$ cat src/rtl/keyed_part_table_assert.svh
// assertion macros for the keyed part table
`ifndef KEYED_PART_TABLE_ASSERT_SVH
`define KEYED_PART_TABLE_ASSERT_SVH

`ifndef ASSERT_OFF
`define KPT_ASSERT_IMP(label, clk, rst_n, ante, cons) \
	label: assert property (@(posedge clk) disable iff (!(rst_n)) (ante) |-> (cons)) \
		else $error("assertion failed");
`define KPT_ASSERT_NXT(label, clk, rst_n, ante, cons) \
	label: assert property (@(posedge clk) disable iff (!(rst_n)) (ante) |=> (cons)) \
		else $error("assertion failed");
`else
`define KPT_ASSERT_IMP(label, clk, rst_n, ante, cons)
`define KPT_ASSERT_NXT(label, clk, rst_n, ante, cons)
`endif

`endif

$ cat src/rtl/kpt_pkg.sv
package kpt_pkg;

	localparam int NAME_BYTES = 20;

	localparam logic [1:0] OP_INSERT = 2'd0;
	localparam logic [1:0] OP_SEARCH = 2'd1;
	localparam logic [1:0] OP_UPDATE = 2'd2;

	localparam logic [1:0] STAT_OK        = 2'd0;
	localparam logic [1:0] STAT_NOT_FOUND = 2'd1;
	localparam logic [1:0] STAT_PRESENT   = 2'd2;
	localparam logic [1:0] STAT_FULL      = 2'd3;

	function automatic logic [63:0] byte_mask(input int first, input int count);
		logic [63:0] m;
		m = '0;
		for (int b = 0; b < count; b++) begin
			if (first + b < NAME_BYTES) begin
				m[8*b +: 8] = 8'hff;
			end
		end
		return m;
	endfunction

	localparam logic [63:0] NAME_LOW_MASK  = byte_mask(0, 8);
	localparam logic [63:0] NAME_MID_MASK  = byte_mask(8, 8);
	localparam logic [63:0] NAME_HIGH_MASK = byte_mask(16, 4);

	typedef struct packed {
		logic [31:0] key;
		logic [63:0] name_low;
		logic [63:0] name_mid;
		logic [31:0] name_high;
		logic [31:0] quantity;
	} entry_t;

	typedef struct packed {
		logic   hit;
		entry_t recirc;
	} head_t;

endpackage

$ cat src/rtl/kpt_head.sv
module kpt_head (
	input  kpt_pkg::entry_t cur,
	input  logic            valid_entry,
	input  logic [1:0]      opcode,
	input  logic [31:0]     part_key,
	input  logic [31:0]     amount,
	output kpt_pkg::head_t  head
);

	logic [32:0] sum;
	logic [31:0] sat;
	logic        hit;

	assign sum = {cur.quantity[31], cur.quantity} + {amount[31], amount};

	always_comb begin
		if (sum[32] != sum[31]) begin
			sat = sum[32] ? 32'h8000_0000 : 32'h7fff_ffff;
		end else begin
			sat = sum[31:0];
		end
	end

	assign hit = valid_entry && (cur.key == part_key);

	always_comb begin
		head.hit    = hit;
		head.recirc = cur;
		if (hit && opcode == kpt_pkg::OP_UPDATE) begin
			head.recirc.quantity = sat;
		end
	end

endmodule

$ cat config.mk
export PLATFORM = sky130hd
export DESIGN_NAME = kpt_head
export DESIGN_NICKNAME = d
export VERILOG_FILES = /design/src/rtl/keyed_part_table_assert.svh /design/src/rtl/kpt_pkg.sv /design/src/rtl/kpt_head.sv
export SDC_FILE = /design/constraint.sdc
export NUM_CORES = 1
export LEC_CHECK = 0
export BUFFER_PORTS_ARGS = -buffer_cell sky130_fd_sc_hd__buf_2
export CORE_AREA = 2 2 201 203
export DETAILED_ROUTE_END_ITERATION = 12
export DIE_AREA = 0 0 203 205
export PLACE_DENSITY_LB_ADDON = 0.3
export SLEW_MARGIN = 20
export SYNTH_ARGS = -nofsm -noshare
export SYNTH_HDL_FRONTEND = slang
export SYNTH_SLANG_ARGS = --single-unit
$ cat constraint.sdc
create_clock -name vclk -period 5.75
set_input_delay 0.2875 -clock vclk [all_inputs]
set_output_delay 0.2875 -clock vclk [all_outputs]
set_load 0.01 [all_outputs]
==> results <==
- The flow ran to the end, and the final reports show no timing, DRC or antenna violations.
- The first global-routing pass estimated 27.0 mm of wire.
- The number of hold buffers added after CTS was 0.
- Of the synthesized area, sequential elements account for 0.
- The row count is 73.
- The portion of synthesized cell area occupied by the leading cell type is 0.351.
- For the final routed database, the setup TNS stands at 0 ns.
- The power density over the cells is 107 mW/mm².
- Broken down by cell family, the worst path's largest delay share belongs to compound AO/OA/AOI/OAI gates.
- The routed length per placed instance is 17.5 µm.
- The setup violation total in the final timing report is 0.
- The final weighted congestion of routability-driven global placement is 0.758.
- The final net count is 929.
- The overall via count from detail_route is 4,001.
- After filler insertion, the fill cell instance count of the layout stands at 4,644.
- The share of the clock period used by the worst path is 0.710.
- The initial antenna violation count is 6.
- Walking the worst path, the cells encountered are buf_2, ha_1, inv_1, fa_1, nand2b_1, a21oi_2, o211ai_2, o211ai_2, a2111o_1, nand3_2, a21oi_2, o21bai_4, o21ai_1, buf_2.
- The detailed router finished its first iteration with 145 violations.
- The classification of the worst-slack hold path is in -> out.
- Measured against its own limit, the worst slew margin works out to 0.441.
- The count of pins over their slew limit is 0.
- The worst-margin pin slew is 0.836 ns.
- After clock tree synthesis, the repair step resized 0 gates.
- On the worst path, the slowest cell contributes a delay of 0.59 ns.
- The die outline area is 0.0416 mm².
- The shortest clock period the worst path allows after layout is 4.08 ns.
- The most numerous cell in the Yosys netlist is sky130_fd_sc_hd__buf_4.
- Yosys printed 0 warnings.
- Wires add up to 19.8 mm.
- The die is 203 µm wide.
- Yosys mapped the design onto 53 distinct sky130hd cell types.
- The top cell type by total area after synthesis is sky130_fd_sc_hd__buf_4.
- The pin count of the biggest net entering global routing is 31.
- In the routed design, unresolved DRC markers number 0.
- The number of buffers inserted by port buffering is 196.
- The count of clock buffers in the final design is 0.
- The cell at the slowest stage of the critical path is sky130_fd_sc_hd__a21oi_2.
- There are 0 flip-flops and latches.
- The count of max-cap constraint violations is 0.
- The global-route total usage across every layer is 0.0897.
- The via count normalized by instance count is 3.54.
- Setup repair after global routing left no endpoint under its margin.
- The maximum fanout count along the critical path is 20.
- The buffering stage count on the worst path with inverters included is 3.
- STA classifies the critical path endpoint as an output port.
- The critical path class is in -> out.
- The synthesized area is 0.00419 mm².
- The worst path arrival time is 3.80 ns.
- Averaged over all synthesized cells, the footprint is 6.84 µm².
- In this run the static leakage power is 2.01 nW.
- The region available for standard cell placement spans 0.0394 mm².
- The required time of the worst setup path is 5.46 ns.
- For this run the aggregate overflow at the end of global routing stands at 0.
- The via count of the first global-routing pass is 3,993.
- By area the synthesized netlist is led by sky130_fd_sc_hd__buf_4, sky130_fd_sc_hd__ha_1, sky130_fd_sc_hd__xor2_1, sky130_fd_sc_hd__a21oi_1, sky130_fd_sc_hd__nand2_1.
- In this run the remaining antenna-violating nets after routing total 0.
- The maximum vdd drop is 0.0319 mV.
- In this run the vertical extent of the chip is 205 µm.
- The initial utilization of the core area, before any placement, comes to 0.106.
- The number of primary I/O pins is 516.
- The number of hold-slack violations in the final timing report is 0.
- The number of nets in the synthesized netlist is 937.
- The nature of the critical path startpoint is a primary input.
- After synthesis, the most frequently instantiated cells are sky130_fd_sc_hd__buf_4, sky130_fd_sc_hd__nand2_1, sky130_fd_sc_hd__a21oi_1.
- The pre-antenna-repair detailed-routing pass consisted of 4 iterations.
- The fraction of layout cells with a size suffix above 1 is 0.358.
- The synthesis-to-finish area growth is 3.64%.
- The area of all sequential standard cells is 0 µm².
- In this run the cell area measured after placement is 0.00434 mm².
- The final cell area excluding filler cells is 0.00434 mm².
- Once the clock tree was built, the setup fixing pass inserted 0 buffers.
- The total half-perimeter wirelength after legalization and detailed placement is 17.7 mm.
- In the final layout, the multi-input gates occupy 0.00262 mm².
- In the synthesized netlist, the number of instances is 613.
- The upper clock frequency limit is 245 MHz.
## worst paths after layout
path,start,endpoint,slack (ns),cells past startpoint
setup / recovery,cur[0],head[30],1.67,14
hold / removal,cur[124],head[124],0.58,0
## where the power goes
group,switching [W],internal (W)
clock,0,0.0000000000233
sequential,0,0
combinational,0.000283,0.000182
## layout make-up
class,instances,share of cell area
repair buffers,204,0.240
well taps,525,0.151
multi-input cells,392,0.602
diodes,1,0.000576
inverters,7,0.00605
## cells by family (layout without fill, tap and decap cells)
kind of cell,count (synthesis),after routing,synth area share
adders and majority gates,33,33,0.100
and+or+nand+nor,147,147,0.164
buffers and inverters,221,211,0.377
AOI/OAI and AO/OA,151,151,0.226
other,0,1,0
xor gates and xnor gates,61,61,0.132
## stage by stage
stage / setup WS (ns) / hold WS [ns] / total power (W) / utilization / std cells
floorplan: 2.80 / 0.667 / 0.000410 / - / 613
global placement: 1.53 / 0.575 / 0.000475 / 0.110 / 1128
detailed placement: 1.46 / 0.575 / 0.000474 / 0.110 / 1128
CTS: 1.45 / 0.575 / 0.000476 / 0.110 / 1128
global route: 1.22 / 0.575 / 0.000519 / 0.110 / 1128
finish: 1.67 / 0.575 / 0.000465 / 0.110 / 1129
## cell usage in the layout (no fill, tap or decap), types with 5 or more instances in the layout
master,netlist,routed
sky130_fd_sc_hd__inv_1,7,7
sky130_fd_sc_hd__xor2_1,38,38
sky130_fd_sc_hd__nor2_1,39,39
sky130_fd_sc_hd__nand2b_1,6,6
sky130_fd_sc_hd__o31ai_1,9,9
sky130_fd_sc_hd__nand4_1,8,8
sky130_fd_sc_hd__o21ai_1,27,27
sky130_fd_sc_hd__buf_4,196,8
sky130_fd_sc_hd__a21oi_1,49,49
sky130_fd_sc_hd__nor4_1,7,7
sky130_fd_sc_hd__nand2_1,56,56
sky130_fd_sc_hd__a21o_1,10,10
sky130_fd_sc_hd__ha_1,32,32
sky130_fd_sc_hd__buf_2,11,196
sky130_fd_sc_hd__a211oi_1,5,5
sky130_fd_sc_hd__o21ai_0,18,18
sky130_fd_sc_hd__xnor2_1,22,22
sky130_fd_sc_hd__o21bai_1,5,5
sky130_fd_sc_hd__nand3_1,9,9
## per-layer routing
metal | vias to the layer above | global-route usage | wire (µm)
li1 | 1899 | - | -
met1 | 1771 | 0.0916 | 7210
met2 | 259 | 0.170 | 9860
met3 | 66 | 0.0325 | 2030
met4 | 6 | 0.0271 | 658
met5 | - | 0 | 39
(Power assumes the default switching activity.)
