--- config.mk ---
export PLATFORM = sky130hd
export DESIGN_NAME = kpt_cell
export DESIGN_NICKNAME = d
export VERILOG_FILES = /design/src/rtl/keyed_part_table_assert.svh /design/src/rtl/kpt_pkg.sv /design/src/rtl/kpt_cell.sv
export SDC_FILE = /design/constraint.sdc
export NUM_CORES = 1
export LEC_CHECK = 0
export ABC_AREA = 1
export BUFFER_PORTS_ARGS = -buffer_cell sky130_fd_sc_hd__buf_2
export CORE_AREA = 2 2 260 262
export CTS_CLUSTER_DIAMETER = 200
export DETAILED_ROUTE_END_ITERATION = 7
export DIE_AREA = 0 0 262 264
export PLACE_DENSITY = 0.41
export SYNTH_ARGS = -nofsm -noshare
export SYNTH_HDL_FRONTEND = slang
export SYNTH_SLANG_ARGS = --single-unit
--- constraint.sdc ---
create_clock -name clk -period 7.7 [get_ports clk]
set_input_delay 0.385 -clock clk [delete_from_list [all_inputs] [get_ports clk]]
set_output_delay 0.385 -clock clk [all_outputs]
set_load 0.005 [all_outputs]
--- src/rtl/keyed_part_table_assert.svh ---
// assertion macros for the keyed part table
`ifndef KEYED_PART_TABLE_ASSERT_SVH
`define KEYED_PART_TABLE_ASSERT_SVH

`ifndef ASSERT_OFF
`define KPT_ASSERT_IMP(label, clk, rst_n, ante, cons) \
	label: assert property (@(posedge clk) disable iff (!(rst_n)) (ante) |-> (cons)) \
		else $error("assertion failed");
`define KPT_ASSERT_NXT(label, clk, rst_n, ante, cons) \
	label: assert property (@(posedge clk) disable iff (!(rst_n)) (ante) |=> (cons)) \
		else $error("assertion failed");
`else
`define KPT_ASSERT_IMP(label, clk, rst_n, ante, cons)
`define KPT_ASSERT_NXT(label, clk, rst_n, ante, cons)
`endif

`endif

--- src/rtl/kpt_pkg.sv ---
package kpt_pkg;

	localparam int NAME_BYTES = 20;

	localparam logic [1:0] OP_INSERT = 2'd0;
	localparam logic [1:0] OP_SEARCH = 2'd1;
	localparam logic [1:0] OP_UPDATE = 2'd2;

	localparam logic [1:0] STAT_OK        = 2'd0;
	localparam logic [1:0] STAT_NOT_FOUND = 2'd1;
	localparam logic [1:0] STAT_PRESENT   = 2'd2;
	localparam logic [1:0] STAT_FULL      = 2'd3;

	function automatic logic [63:0] byte_mask(input int first, input int count);
		logic [63:0] m;
		m = '0;
		for (int b = 0; b < count; b++) begin
			if (first + b < NAME_BYTES) begin
				m[8*b +: 8] = 8'hff;
			end
		end
		return m;
	endfunction

	localparam logic [63:0] NAME_LOW_MASK  = byte_mask(0, 8);
	localparam logic [63:0] NAME_MID_MASK  = byte_mask(8, 8);
	localparam logic [63:0] NAME_HIGH_MASK = byte_mask(16, 4);

	typedef struct packed {
		logic [31:0] key;
		logic [63:0] name_low;
		logic [63:0] name_mid;
		logic [31:0] name_high;
		logic [31:0] quantity;
	} entry_t;

	typedef struct packed {
		logic   hit;
		entry_t recirc;
	} head_t;

endpackage

--- src/rtl/kpt_cell.sv ---
module kpt_cell (
	input  logic            clk,
	input  logic            shift,
	input  kpt_pkg::entry_t shift_in,
	input  logic            load,
	input  kpt_pkg::entry_t load_in,
	output kpt_pkg::entry_t data
);

	kpt_pkg::entry_t data_q;

	always_ff @(posedge clk) begin
		if (load) begin
			data_q <= load_in;
		end else if (shift) begin
			data_q <= shift_in;
		end
	end

	assign data = data_q;

endmodule

==> results.py, run 1 <==
metrics = {
    "status": {
        "outcome": "complete, no violations",
    },
    "setup_path": {
        "crit_type": "in2reg",
        "crit_arrival_ps": 2420,
        "crit_end": "data[68]$_DFFE_PP_",
        "cp_max_fo": 78,
        "crit_start": "load",
        "critPathLaunchType": "primary input",
        "cp-end-kind": "flop",
        "cp_data_required_time_ps": 7880,
    },
    "yosys": {
        "yosys_register_bits": 224,
        "synth_area_leader_cell": "edfxtp_1",
        "synth-seq-area-share_pct": 70.0,
        "synthTopCellsByCount": "672 x nand2_1, 224 x edfxtp_1, 28 x buf_2",
        "synth-compound-area-share_pct": 0,
        "yosysMostFrequentCell": "nand2_1",
        "yosysWarnings": 0,
        "synth_edf_count": 224,
        "yosys.area_share.simple_pct": 26.3,
        "syn_area_per_cell_um2": 10.1,
        "ys.flop_type": "edfxtp_1",
        "synth_top_family_by_area": "simple AND/OR/NAND/NOR gates",
        "yosys-mux-area-fraction_pct": 0,
        "syn_inst": 947,
        "async_reset_ff_share_pct": 0,
        "synth-xor-area-share_pct": 0,
        "synth.top_cell.area_share_pct": 70.0,
        "yosys-top-cells-area": "edfxtp_1 70%, nand2_1 26%, buf_2 1.5%",
        "synth_fa_ha_area_share_pct": 0,
        "synth_nets": 1398,
        "ys_types": 7,
        "synth_area_um2": 9600,
    },
    "finish": {
        "area_growth_pct": 52.8,
        "fin_nets": 2059,
        "layout-drive-gt1-share_pct": 44.1,
        "largest_reg_flops": 224,
    },
    "drt": {
        "drc": 0,
        "via_per_inst": 3.53,
        "first_pass_iters": 5,
        "drt_iter0_markers": 469,
        "drtAntennaViolNets": 0,
        "finalWirelength_mm": 37.6,
        "wl_per_cell_um": 15.0,
        "dr_total_vias": 8851,
    },
    "die": {
        "fp.coreArea_um2": 66600,
        "dieArea_um2": 69200,
        "die_h_um": 264,
        "pin_count": 675,
        "die_w_um": 262,
        "rows": 95,
        "start_util_pct": 14.4,
    },
    "pwr": {
        "ir_worst_vdd_mv": 0.131,
        "total_power_w": 0.00326,
        "power.density_nw_per_um2": 222,
        "p_leak_nw": 7.43,
    },
    "sta": {
        "tns_ps": 0,
        "setup_viol": 0,
        "fin_crit_sh_pct": 29.1,
        "drv_slew": 0,
        "layout_min_cycle_time_ps": 2240,
        "tightest_slew_ps": 927,
        "final-hold-violation-count": 0,
        "rsz0062_at_grt": "false",
        "slew_headroom_pct": 38.2,
        "fmax_mhz": 446,
    },
    "grt": {
        "grt_pass1_wl_mm": 52.5,
        "antenna_found_initial": 5,
        "grt_usage_pct": 10.0,
        "grt_max_degree": 115,
        "grt_pass1_vias": 8661,
        "overflow": 0,
    },
    "clock_network": {
        "clockBufferDepth": 3,
        "cts-hold-fix-buffers": 0,
        "cts_buffers": 28,
        "path_clk_slew_ps": 60,
        "clock_sinks": 224,
        "cts_resized": 0,
        "htree_levels": 1,
        "cts-root-buf": "clkbuf_16",
        "cts_setup_buffers": 0,
        "cts_tree": "yes",
    },
    "worst_hold_path": {
        "hold_class": "in2reg",
    },
    "placement": {
        "port_buffers": 674,
        "post-dp-hpwl_mm": 29.2,
        "gp_congestion": 0.898,
    },
    "run": {
        "cap_violations": 0,
    },
}
## cell families (layout without fill, tap and decap cells)
| kind of cell | after synthesis | after routing |
|---|---|---|
| other | 0 | 3 |
| and+or+nand+nor | 673 | 673 |
| buffers and inverters | 50 | 733 |
| DFF | 224 | 224 |
## worst max-delay path, cell delays in order
cell   delay [ps]
buf_6         470
or2_4         730
buf_4         730
## layout make-up
type	instances	area, µm²
inverter	1	8.76
multi-input combinational	673	2530
timing repair buffer	680	3440
antenna	3	7.51
clock buffer	37	756
sequential	224	6730
clock inverter	15	120
tap	873	1090
fill	7392	51900
## worst min-delay path by stage
stage / startpoint / to / cells past startpoint / slack [ps]
detailed placement: shift_in[85] / data[85]$_DFFE_PP_ / 3 / 650
floorplan: shift_in[0] / data[0]$_DFFE_PP_ / 2 / 560
global route: shift_in[150] / data[150]$_DFFE_PP_ / 3 / 40
finish: shift_in[88] / data[88]$_DFFE_PP_ / 3 / 70
CTS: shift_in[72] / data[72]$_DFFE_PP_ / 3 / 20
global placement: shift_in[184] / data[184]$_DFFE_PP_ / 3 / 650
## through the flow
| stage | setup slack [ps] | hold WS, ps | instances | cell area (µm²) | utilization [%] |
|---|---|---|---|---|---|
| after floorplan | 3830 | 564 | 947 | 9600 | - |
| after global placement | 4830 | 649 | 2451 | 13800 | 20.7 |
| after detailed placement | 4810 | 652 | 2451 | 13800 | 20.7 |
| after CTS | 5440 | 20.5 | 2503 | 14700 | 22.0 |
| after global routing | 5260 | 45.0 | 2505 | 14700 | 22.0 |
| final | 5460 | 69.7 | 2506 | 14700 | 22.1 |
## cells in the final DEF, fill, tap and decap left out
cell,count
buf_2,673
nand2_1,672
edfxtp_1,224
clkbuf_16,29
clkbuf_1,8
clkinv_1,7
clkinv_2,5
buf_4,5
diode_2,3
bufinv_16,2
inv_6,1
or2_4,1
clkinv_4,1
buf_6,1
buf_12,1
## power by group
part	switching, W	total [W]	internal (W)
sequential	0.0000374	0.00154	0.00150
combinational	0.000245	0.000453	0.000207
clock	0.000518	0.00127	0.000750
total	0.000801	0.00326	0.00246
## metal layers
metal	up-vias	global-route usage, %	share of wire, %
met5	-	0	0.027
met4	2	3.31	2.5
met3	56	2.58	9.2
met2	418	18.3	50
met1	4009	11.2	38
li1	4366	-	-
Note: power is estimated with default switching activity, not from simulation.
==> inputs of run 2 (changes only) <==
--- a/config.mk
+++ b/config.mk
@@ -5,13 +5,13 @@
 export SDC_FILE = /design/constraint.sdc
 export NUM_CORES = 1
 export LEC_CHECK = 0
-export ABC_AREA = 1
+export ABC_AREA = 0
 export BUFFER_PORTS_ARGS = -buffer_cell sky130_fd_sc_hd__buf_2
-export CORE_AREA = 2 2 260 262
+export CORE_AREA = 2 2 266 268
 export CTS_CLUSTER_DIAMETER = 200
 export DETAILED_ROUTE_END_ITERATION = 7
-export DIE_AREA = 0 0 262 264
-export PLACE_DENSITY = 0.41
+export DIE_AREA = 0 0 268 270
+export PLACE_DENSITY = 0.4
 export SYNTH_ARGS = -nofsm -noshare
 export SYNTH_HDL_FRONTEND = slang
 export SYNTH_SLANG_ARGS = --single-unit
==> constraint.sdc (replaced) <==
create_clock -name clk -period 2.1 [get_ports clk]
set_input_delay 0.105 -clock clk [delete_from_list [all_inputs] [get_ports clk]]
set_output_delay 0.105 -clock clk [all_outputs]
set_load 0.005 [all_outputs]
==> run 2 against run 1 <==
  * The run now fails in 4_1_cts
  * Synthesized cell count is 50% lower
  * Area after synthesis is 4.7% higher
==> results.py, run 2 <==
metrics = {
    "status": {
        "outcome": "aborted with a tool error",
        "stop_stage": "4_1_cts",
        "error": "[ERROR RSZ-0060] Max buffer count reached.",
    },
    "die": {
        "pin_count": 675,
        "start_util_pct": 14.5,
        "rows": 97,
        "die_w_um": 268,
        "die_h_um": 270,
    },
    "placement": {
        "pre_cts_ws_ps": 538,
        "placed_cells": 2093,
        "post-dp-hpwl_mm": 27.7,
        "gp_congestion": 0.765,
        "port_buffers": 674,
    },
    "clock_network": {
        "cts_resized": 0,
        "cts_setup_buffers": 0,
        "cts-hold-fix-buffers": 428,
        "clock_sinks": 224,
        "cts-root-buf": "clkbuf_16",
        "clockBufferDepth": 3,
        "cts_buffers": 27,
        "htree_levels": 1,
    },
    "yosys": {
        "ys.flop_type": "edfxtp_1",
        "synth_nets": 925,
        "synthTopCellsByCount": "224 x edfxtp_1, 149 x mux2_4, 75 x mux2_2",
        "syn_inst": 474,
        "synth-compound-area-share_pct": 0,
        "yosys_register_bits": 224,
        "synth-seq-area-share_pct": 66.9,
        "yosys-mux-area-fraction_pct": 30.7,
        "async_reset_ff_share_pct": 0,
        "synth_edf_count": 224,
        "synth_area_leader_cell": "edfxtp_1",
        "ys_types": 6,
        "synth_top_family_by_area": "multiplexers",
        "yosys-top-cells-area": "edfxtp_1 67%, mux2_4 22%, mux2_2 8.4%",
        "synth_area_um2": 10100,
        "synth_fa_ha_area_share_pct": 0,
        "yosys.area_share.simple_pct": 0.0622,
        "synth-xor-area-share_pct": 0,
        "synth.top_cell.area_share_pct": 66.9,
        "yosysMostFrequentCell": "edfxtp_1",
        "yosysWarnings": 0,
        "syn_area_per_cell_um2": 21.2,
    },
}
==> run 2: changes by cell type after synthesis <==
cell,delta
buf_6,+6
nand2_1,-672
inv_4,-1
buf_4,-9
buf_2,-21
mux2_2,+75
mux2_4,+149
==> run 2: stage by stage <==
step / area, µm² / hold WS (ps)
after floorplan: 10100 / 322
after global placement: 14700 / 406
after detailed placement: 14700 / 408
==> run 2: kinds of logic after synthesis <==
| family | after synthesis |
|---|---|
| muxes | 224 |
| DFF | 224 |
| and+or+nand+nor | 1 |
| buffers and inverters | 25 |
==> inputs of run 3 (changes only) <==
--- a/config.mk
+++ b/config.mk
@@ -7,11 +7,10 @@
 export LEC_CHECK = 0
 export ABC_AREA = 0
 export BUFFER_PORTS_ARGS = -buffer_cell sky130_fd_sc_hd__buf_2
-export CORE_AREA = 2 2 266 268
-export CTS_CLUSTER_DIAMETER = 200
+export CORE_AREA = 2 2 265 267
 export DETAILED_ROUTE_END_ITERATION = 7
-export DIE_AREA = 0 0 268 270
-export PLACE_DENSITY = 0.4
+export DIE_AREA = 0 0 267 269
+export PLACE_DENSITY_LB_ADDON = 0.15
 export SYNTH_ARGS = -nofsm -noshare
 export SYNTH_HDL_FRONTEND = slang
 export SYNTH_SLANG_ARGS = --single-unit
==> run 3 against run 2 <==
  * The run again fails in 4_1_cts
  * Synthesized cell count stayed put
  * Area after synthesis did not move
==> results.py, run 3 <==
metrics = {
    "die": {
        "rows": 97,
        "die_h_um": 269,
        "die_w_um": 267,
        "pin_count": 675,
        "start_util_pct": 14.5,
    },
    "placement": {
        "place_area_um2": 14700,
        "gp_congestion": 0.747,
        "post-dp-hpwl_mm": 28.6,
        "port_buffers": 674,
    },
    "yosys": {
        "syn_area_per_cell_um2": 21.2,
        "synth_top_family_by_area": "multiplexers",
        "ys_types": 6,
        "synth_fa_ha_area_share_pct": 0,
        "syn_inst": 474,
        "synth_edf_count": 224,
        "synth_nets": 925,
        "yosys_register_bits": 224,
        "synthTopCellsByCount": "224 x edfxtp_1, 149 x mux2_4, 75 x mux2_2",
        "yosys.area_share.simple_pct": 0.0622,
        "yosys-top-cells-area": "edfxtp_1 67%, mux2_4 22%, mux2_2 8.4%",
        "synth.top_cell.area_share_pct": 66.9,
        "yosysWarnings": 0,
        "async_reset_ff_share_pct": 0,
        "synth-xor-area-share_pct": 0,
        "ys.flop_type": "edfxtp_1",
        "synth_area_leader_cell": "edfxtp_1",
        "yosys-mux-area-fraction_pct": 30.7,
        "yosysMostFrequentCell": "edfxtp_1",
        "synth-compound-area-share_pct": 0,
        "synth_area_um2": 10100,
        "synth-seq-area-share_pct": 66.9,
    },
    "status": {
        "error": "[ERROR RSZ-0060] Max buffer count reached.",
        "stop_stage": "4_1_cts",
        "outcome": "aborted with a tool error",
    },
    "clock_network": {
        "cts_setup_buffers": 0,
        "cts-root-buf": "clkbuf_16",
        "clockBufferDepth": 3,
        "cts-hold-fix-buffers": 430,
        "cts_resized": 0,
        "cts_buffers": 29,
        "clock_sinks": 224,
        "htree_levels": 1,
    },
}
==> run 3: cells by family after synthesis <==
family,after synthesis
muxes,224
buffers and inverters,25
and+or+nand+nor,1
DFF,224
==> run 3: per-stage QoR <==
stage	util, %	setup slack, ps	TNS [ps]	std cells	hold slack, ps
after detailed placement	21.2	567	0	2088	408
after global placement	21.2	598	0	2088	405
after floorplan	-	-480	-107440	474	322
